**config.mk**
```make
export PLATFORM = sky130hd
export DESIGN_NAME = htd_front_flat
export DESIGN_NICKNAME = d
export VERILOG_FILES = /design/src/rtl/htd_pkg.sv /design/src/rtl/htd_ifs.sv /design/src/rtl/htd_front.sv /design/src/flat_wrapper.sv
export SDC_FILE = /design/constraint.sdc
export NUM_CORES = 1
export LEC_CHECK = 0
export BUFFER_PORTS_ARGS = -buffer_cell sky130_fd_sc_hd__buf_2
export CAP_MARGIN = 40
export CELL_PAD_IN_SITES_DETAIL_PLACEMENT = 0
export CELL_PAD_IN_SITES_GLOBAL_PLACEMENT = 1
export CORE_ASPECT_RATIO = 1.2
export CORE_MARGIN = 10
export CORE_UTILIZATION = 50
export DETAILED_ROUTE_END_ITERATION = 8
export GPL_TIMING_DRIVEN = 0
export PLACE_DENSITY_LB_ADDON = 0.1
export SKIP_LAST_GASP = 1
export SYNTH_ARGS = -nofsm -noshare
export SYNTH_HDL_FRONTEND = slang
export SYNTH_SLANG_ARGS = --single-unit
```
**constraint.sdc**
```tcl
create_clock -name clk -period 2.4 [get_ports clk]
set_input_delay 0 -clock clk [delete_from_list [all_inputs] [get_ports clk]]
set_output_delay 0 -clock clk [all_outputs]
set_load 0.02 [all_outputs]
```
**src/rtl/htd_pkg.sv**
```systemverilog
`timescale 1ns / 1ps
// ----------------------------------------------------------------------------
// Huffman tree decoder package
// Widths, codes and shared types for the node-table tree-walk decoder.
// ----------------------------------------------------------------------------
package htd_pkg;

  // Field widths
  localparam int IDX_W = 9;
  localparam int SYM_W = 8;
  localparam int OP_W  = 2;
  localparam int ST_W  = 2;

  // Node table spans every index the child fields can name
  localparam int NODE_COUNT = 1 << IDX_W;

  // Command queue between front and back
  localparam int QUEUE_DEPTH = 4;
  localparam int QPTR_W      = $clog2(QUEUE_DEPTH);

  // Opcodes of an input item
  localparam logic [OP_W-1:0] OP_LOAD   = 2'd0;
  localparam logic [OP_W-1:0] OP_DECODE = 2'd1;
  localparam logic [OP_W-1:0] OP_END    = 2'd2;

  // Result status codes
  localparam logic [ST_W-1:0] ST_SYMBOL    = 2'd0;
  localparam logic [ST_W-1:0] ST_END_CLEAN = 2'd1;
  localparam logic [ST_W-1:0] ST_END_TRUNC = 2'd2;

  // Register map
  localparam logic [1:0] ADDR_ROOT = 2'd0;

  // One node table entry
  typedef struct packed {
    logic             leaf;
    logic [IDX_W-1:0] left;
    logic [IDX_W-1:0] right;
    logic [SYM_W-1:0] sym;
  } node_t;

  // One queued command
  typedef struct packed {
    logic [OP_W-1:0]  opcode;
    logic [IDX_W-1:0] node_index;
    node_t            node;
    logic             code_bit;
  } cmd_t;

  // Head of the command queue as seen by the back end
  typedef struct packed {
    logic valid;
    cmd_t cmd;
  } cmd_head_t;

endpackage

```
**src/rtl/htd_ifs.sv**
```systemverilog
`timescale 1ns / 1ps
// ----------------------------------------------------------------------------
// Huffman tree decoder channel interfaces
// Valid/ready channels for input items and for decoded results.
// ----------------------------------------------------------------------------
interface htd_item_if import htd_pkg::*; ();
  logic             valid;
  logic             ready;
  logic [OP_W-1:0]  opcode;
  logic [IDX_W-1:0] node_index;
  logic             leaf_flag;
  logic [IDX_W-1:0] left_child;
  logic [IDX_W-1:0] right_child;
  logic [SYM_W-1:0] leaf_symbol;
  logic             code_bit;

  modport source (
    output valid, opcode, node_index, leaf_flag, left_child, right_child,
           leaf_symbol, code_bit,
    input  ready
  );
  modport sink (
    input  valid, opcode, node_index, leaf_flag, left_child, right_child,
           leaf_symbol, code_bit,
    output ready
  );
endinterface


```
**src/rtl/htd_front.sv**
```systemverilog
`timescale 1ns / 1ps
// ----------------------------------------------------------------------------
// Huffman tree decoder front end
// Accepts input items, drops unused opcodes and queues the rest as commands.
// ----------------------------------------------------------------------------
module htd_front import htd_pkg::*; (
  input  logic       clk,
  input  logic       rst,
  htd_item_if.sink   items,
  output cmd_head_t  head,
  input  logic       pop
);

  cmd_t              fifo [QUEUE_DEPTH];
  logic [QPTR_W-1:0] wr_ptr;
  logic [QPTR_W-1:0] rd_ptr;
  logic [QPTR_W:0]   count;
  logic              take;
  logic              keep;
  cmd_t              cmd_in;

  // Accept whenever a queue slot is free
  assign items.ready = (count != (QPTR_W+1)'(QUEUE_DEPTH));
  assign take        = items.valid && items.ready;

  // Classify: only load, decode and end-of-stream items do anything
  always_comb begin
    keep = 1'b0;
    unique case (items.opcode)
      OP_LOAD, OP_DECODE, OP_END: keep = take;
      default:                    keep = 1'b0;
    endcase
  end

  // Pack the transfer into a command
  always_comb begin
    cmd_in.opcode     = items.opcode;
    cmd_in.node_index = items.node_index;
    cmd_in.node.leaf  = items.leaf_flag;
    cmd_in.node.left  = items.left_child;
    cmd_in.node.right = items.right_child;
    cmd_in.node.sym   = items.leaf_symbol;
    cmd_in.code_bit   = items.code_bit;
  end

  // Queue storage
  always_ff @(posedge clk) begin
    if (keep) begin
      fifo[wr_ptr] <= cmd_in;
    end
  end

  // Queue pointers and fill count
  always_ff @(posedge clk) begin
    if (rst) begin
      wr_ptr <= '0;
      rd_ptr <= '0;
      count  <= '0;
    end else begin
      if (keep) begin
        wr_ptr <= wr_ptr + 1'b1;
      end
      if (pop) begin
        rd_ptr <= rd_ptr + 1'b1;
      end
      if (keep && !pop) begin
        count <= count + 1'b1;
      end else if (pop && !keep) begin
        count <= count - 1'b1;
      end
    end
  end

  assign head.valid = (count != '0);
  assign head.cmd   = fifo[rd_ptr];

  // Back end never pops an empty queue
  a_pop_nonempty: assert property (@(posedge clk) disable iff (rst)
    pop |-> (count != '0))
    else $error("pop from empty command queue");

  // Fill count never passes the depth
  a_count_bound: assert property (@(posedge clk) disable iff (rst)
    count <= (QPTR_W+1)'(QUEUE_DEPTH))
    else $error("command queue overflow");

  // A kept transfer with no pop grows the queue by one
  a_count_grow: assert property (@(posedge clk) disable iff (rst)
    (keep && !pop) |=> (count == $past(count) + 1'b1))
    else $error("queue count did not advance on push");

endmodule

```
**src/flat_wrapper.sv**
```systemverilog
// flat-port wrapper written by rule: the top's interface ports become plain ports
module htd_front_flat import htd_pkg::*;
  (clk, rst, head, pop, items_valid, items_opcode, items_node_index, items_leaf_flag, items_left_child, items_right_child, items_leaf_symbol, items_code_bit, items_ready);
  htd_item_if items_i ();
  input  logic clk;
  input  logic rst;
  output cmd_head_t head;
  input  logic pop;
  input wire logic [$bits(items_i.valid)-1:0] items_valid;
  input wire logic [$bits(items_i.opcode)-1:0] items_opcode;
  input wire logic [$bits(items_i.node_index)-1:0] items_node_index;
  input wire logic [$bits(items_i.leaf_flag)-1:0] items_leaf_flag;
  input wire logic [$bits(items_i.left_child)-1:0] items_left_child;
  input wire logic [$bits(items_i.right_child)-1:0] items_right_child;
  input wire logic [$bits(items_i.leaf_symbol)-1:0] items_leaf_symbol;
  input wire logic [$bits(items_i.code_bit)-1:0] items_code_bit;
  output wire logic [$bits(items_i.ready)-1:0] items_ready;
  assign items_i.valid = items_valid;
  assign items_i.opcode = items_opcode;
  assign items_i.node_index = items_node_index;
  assign items_i.leaf_flag = items_leaf_flag;
  assign items_i.left_child = items_left_child;
  assign items_i.right_child = items_right_child;
  assign items_i.leaf_symbol = items_leaf_symbol;
  assign items_i.code_bit = items_code_bit;
  assign items_ready = items_i.ready;
  htd_front u_core (.clk(clk), .rst(rst), .items(items_i), .head(head), .pop(pop));
endmodule
```
==> results of run 1 <==
-- area by class of cell --
cell class	count	area, um2
Sequential cell	165	4860
Fill cell	899	4190
Multi-Input combinational cell	73	1160
Timing Repair Buffer	129	921
Clock buffer	17	425
Tap cell	161	201
Clock inverter	15	163
Buffer	9	58.8
Inverter	5	18.8
-- critical path: stages (launching register included) --
cell and delay [ps]:
dfxtp_1 400, nor2_1 110, a221oi_4 390, ha_1 260, inv_1 60, fa_1 380, xor2_1 170, or3_1 300
a21oi_1 140
-- cells by family after synthesis --
| group | count (synthesis) | synth area share [%] |
|---|---|---|
| xor gates and xnor gates | 4 | 0.575 |
| adders and majority gates | 6 | 1.36 |
| DFF | 165 | 79.8 |
| muxes | 42 | 14.9 |
| buffers and inverters | 14 | 1.27 |
| and+or+nand+nor | 18 | 1.44 |
| AOI/OAI and AO/OA | 3 | 0.595 |
-- worst max-delay path by stage --
stage               cells after the start                  to             from
global placement                        3  u_core.fifo[1][14]  u_core.count[0]
finish                                  8     u_core.count[2]  u_core.count[0]
floorplan                               3   u_core.fifo[2][0]  u_core.count[0]
CTS                                     8     u_core.count[2]  u_core.count[0]
detailed placement                      8     u_core.count[2]  u_core.count[0]
global route                            8     u_core.count[2]  u_core.count[0]
-- layer usage --
metal | up-vias | GRT usage [%]
li1 | 1351 | -
met1 | 1498 | 15.9
met2 | 74 | 22.6
met3 | 13 | 4.95
met4 | 0 | 4.39
met5 | - | 0
-- registers in the layout (all words and copies together) (netlist names), named ones only --
name           count
u_core.wr_ptr      2
u_core.count       3
u_core.rd_ptr      2
u_core.fifo      156
-- report_power, final --
group	switching [mW]	internal [mW]
sequential	0.0585	3.35
clock	1.03	1.62
combinational	0.526	0.416
total	1.61	5.39
-- layout by cell type (no fill, tap or decap), types with 2 or more instances in the layout --
master	Yosys	layout
and2_2	0	4
buf_12	0	4
buf_2	2	84
buf_4	2	2
buf_6	2	2
bufinv_16	0	3
clkbuf_1	3	3
clkbuf_16	0	17
clkinv_1	0	5
clkinv_4	0	2
clkinvlp_4	0	3
dfxtp_1	9	9
dlygate4sd3_1	0	43
edfxtp_1	156	156
ha_1	5	5
inv_1	5	5
mux2i_1	2	2
mux4_2	39	39
nand2_1	2	2
nand2b_1	2	2
nor2_1	8	8
or3_1	2	2
xor2_1	3	3
-- per-stage QoR --
| step | util [%] | TNS (ps) | total power [mW] | area (um2) |
|---|---|---|---|---|
| finish | 65.1 | 0 | 7.00 | 7810 |
| global route | 65.1 | 0 | 7.28 | 7810 |
| CTS | 65.1 | 0 | 7.09 | 7810 |
| detailed placement | 56.6 | 0 | 4.38 | 6790 |
| global placement | 55.9 | -109670 | 4.35 | 6710 |
| floorplan | - | 0 | 4.05 | 6090 |
==> flow_summary.ini, run 1 <==
[outcome]
status = complete, no violations

[cells_and_area]
area_delta_synth_final_pct = 28.2
final_layout_size_suffix_gt1_share_pct = 39.7
final_cells = 574
diodes = 0
nNetsFinal = 449

[yosys]
synth_most_common_cell = edfxtp_1
synth_area_leaders = edfxtp_1 77%, mux4_2 14%, dfxtp_1 3.0%
syn_inst = 252
ys.warnings.count = 0
synth_top_area_share_pct = 76.9
synth_edf_count = 156
ys_seq_area_share_pct = 79.8
synthArstFlopShare_pct = 0
yosys_register_bits = 165
synth_common_cells = 156 x edfxtp_1, 39 x mux4_2, 9 x dfxtp_1
syn_area_um2 = 6090
syn_area_per_cell_um2 = 24.2
synth_nets = 301
synth_top_area_cell = edfxtp_1
synth_cell_types = 22
ys.flop_type = edfxtp_1

[global_routing]
grt_pass1_wl_mm = 17.4
antenna_found_initial = 0
grt_pass1_vias = 3251
grt_max_degree = 27
grt_use_total_pct = 13.6
grt-ovfl-total = 0

[pwr]
peakVddDrop_mv = 0.514
p_leak_nw = 2.70
p_per_area_nw_per_um2 = 896

[timing]
rsz0062_at_grt = false
period_share_pct = 95.0
max_freq_ghz = 0.438
slew_headroom_pct = 54.6
skew_ps = 3.54
worst_pin_slew_ps = 681
hold_viol = 0
report.final.slew_viol_count = 0
hold_slack_ps = 339
min_period_ps = 2280
fin_ws_ps = 119
setup_violations = 0

[route]
wl_met1_mm = 4.53
drc = 0
wire_per_inst_um = 19.0
dr.pass1.iters = 4
vias = 2936
ant_nets = 0
dr.first_iter.drc_count = 140
wl_met2_mm = 5.79
maxUsedRoutingLayer = met4
routed_wl_mm = 10.9
via_per_inst = 5.11
met3RoutedLength_um = 446

[floorplanning]
die_x_um = 121
row_count = 44
io_pins = 84
dieArea_um2 = 17000
die_h_um = 141
initial_core_util_pct = 50.8
core_area_um2 = 12000

[clock_tree]
cts_buffers = 17
cts_setup_buffers = 0
cts_tree = built
ctsHoldBuffers = 43
cts_buffer_depth = 2
clkLatencyLatePin_ps = 410
cts_htree_levels = 4
clockRootBuffer = clkbuf_16
cts.repair.resized = 0
path_clk_slew_ps = 60
cts.sinks = 165

[setup_path]
worst_ep_arrival_time_ps = 2620
reg2reg_setup_slack_ps = 120
start_kind = register
crit_type = reg2reg
required_ps = 2740
endpoint_kind = register
critPathMaxFanout = 7
r2r_end = u_core.count[2]
worstRegToRegCells = 8
rr_startpoint = u_core.count[0]

[placement]
place_ws_ps = 116
dp_cells = 499
portBuffers = 82
globalplace.congestion = 0.677
dp_hpwl_mm = 6.95

[min_path]
min_from = items_node_index[2]
whs_endpoint = u_core.fifo[0][30]
hold_class = in2reg
min_path_cells = 2

[run]
cap_violations = 0
Note: power is estimated with default switching activity, not from simulation.
==> run 2: changes to the inputs <==
Settings changed: MAX_ROUTING_LAYER from default to met4.
==> flow_summary.ini, run 2 (synthesis gave the netlist of run 1 again) <==
[outcome]
status = complete, no violations

[setup_path]
crit_chain = nor2_1 -> a221oi_4 -> ha_1 -> inv_1 -> fa_1 -> xor2_1 -> or3_1 -> a21oi_1
endpoint_kind = register
worst_ep_arrival_time_ps = 2620
start_kind = register
critPathSlowestCell = dfxtp_1
required_ps = 2740
crit_type = reg2reg
slowest_delay_ps = 400
crit_family = adder cells
critPathMaxFanout = 7
worst-path-buf-inv = 1

[pwr]
p_per_area_nw_per_um2 = 896
peakVddDrop_mv = 0.513
total_power_mw = 7.00
p_leak_nw = 2.70

[cells_and_area]
diodes = 0
largest_reg_flops = 156
top_regs = u_core.fifo x156, u_core.count x3
fin_area_um2 = 7810
regMostFlops = u_core.fifo
layout_commonest_cell = edfxtp_1
final_layout_size_suffix_gt1_share_pct = 39.7
fillCellCount = 899
area_delta_synth_final_pct = 28.2
nNetsFinal = 449
seq_area_um2 = 4860
layout_common_cells = 156 x edfxtp_1, 84 x buf_2, 43 x dlygate4sd3_1
multi_input_area_um2 = 1160

[global_routing]
grt_use_total_pct = 13.9
grt_pass1_wl_mm = 17.4
grt-ovfl-total = 0
grt_max_degree = 27
grt_pass1_vias = 3258
antenna_found_initial = 0

[route]
ant_nets = 0
vias = 2919
wire_per_inst_um = 19.0
dr.first_iter.drc_count = 132
routed_wl_mm = 10.9
via_per_inst = 5.09
drc = 0
dr.pass1.iters = 4

[timing]
max_freq_ghz = 0.438
report.final.slew_viol_count = 0
hold_slack_ps = 333
hold_viol = 0
slew_headroom_pct = 54.4
period_share_pct = 95.0
fin_ws_ps = 119
rsz0062_at_grt = false
worst_pin_slew_ps = 683
skew_ps = 9.14
setup_violations = 0
min_period_ps = 2280

[clock_tree]
path_clk_slew_ps = 60
cts_buffers = 17
cts.repair.resized = 0
cts_buffer_depth = 2
cts_htree_levels = 4
cts_tree = built
clkLatencyLatePin_ps = 410
clockRootBuffer = clkbuf_16
cts.sinks = 165
cts_setup_buffers = 0

[min_path]
hold_class = in2reg

[placement]
portBuffers = 82
place_ws_ps = 116
placed_area_um2 = 6790
dp_hpwl_mm = 6.95
globalplace.congestion = 0.684

[run]
cap_violations = 0

[floorplanning]
die_x_um = 121
die_h_um = 141
row_count = 44
io_pins = 84
dieArea_um2 = 17000
core_area_um2 = 12000
initial_core_util_pct = 50.8
==> run 2: metrics by stage <==
step	TNS, ps	std cells	utilization (%)
5_1_grt	0	574	65.1
3_3_place_gp	-109670	495	55.9
3_5_place_dp	0	499	56.6
2_1_floorplan	0	252	-
4_1_cts	0	574	65.1
6_report	0	574	65.1
==> run 2: area by class of cell <==
type	count	area share, %
tap	161	2.58
buffer	9	0.753
multi-input combinational	73	14.8
sequential	165	62.3
inverter	5	0.240
clock inverter	15	2.08
timing repair buffer	129	11.8
clock buffer	17	5.45
==> run 2: metal layers <==
layer	wire [um]	vias up	GRT usage (%)
li1	-	1350	-
met2	5830	76	22.6
met5	0	-	-
met3	400	6	4.59
met1	4600	1487	16.2
met4	74	0	4.39
==> run 2: worst paths after layout <==
kind,endpoint,slack (ps),start,depth (start not counted)
worst max-delay path,u_core.count[2],120,u_core.count[0],8
worst min-delay path,u_core.fifo[2][13],330,items_right_child[4],2
worst max register to register,u_core.count[2],120,u_core.count[0],8
worst min register to register,u_core.wr_ptr[1],520,u_core.wr_ptr[1],2
==> run 2: repair_timing <==
item                                   4_1_cts  5_1_grt
endpoints found under the hold margin      164        0
hold buffers                                43        0
setup endpoints to repair                    0        0
==> run 2: worst reg2reg max path, cell delays in order, from the launching register on <==
cell,delay [ps]
dfxtp_1,400
nor2_1,110
a221oi_4,390
ha_1,260
inv_1,60
fa_1,380
xor2_1,170
or3_1,300
a21oi_1,140
==> run 2: power breakdown <==
part           internal [mW]  switching (mW)
Combinational          0.416           0.526
Sequential              3.35          0.0583
Clock                   1.62            1.03
Total                   5.39            1.61
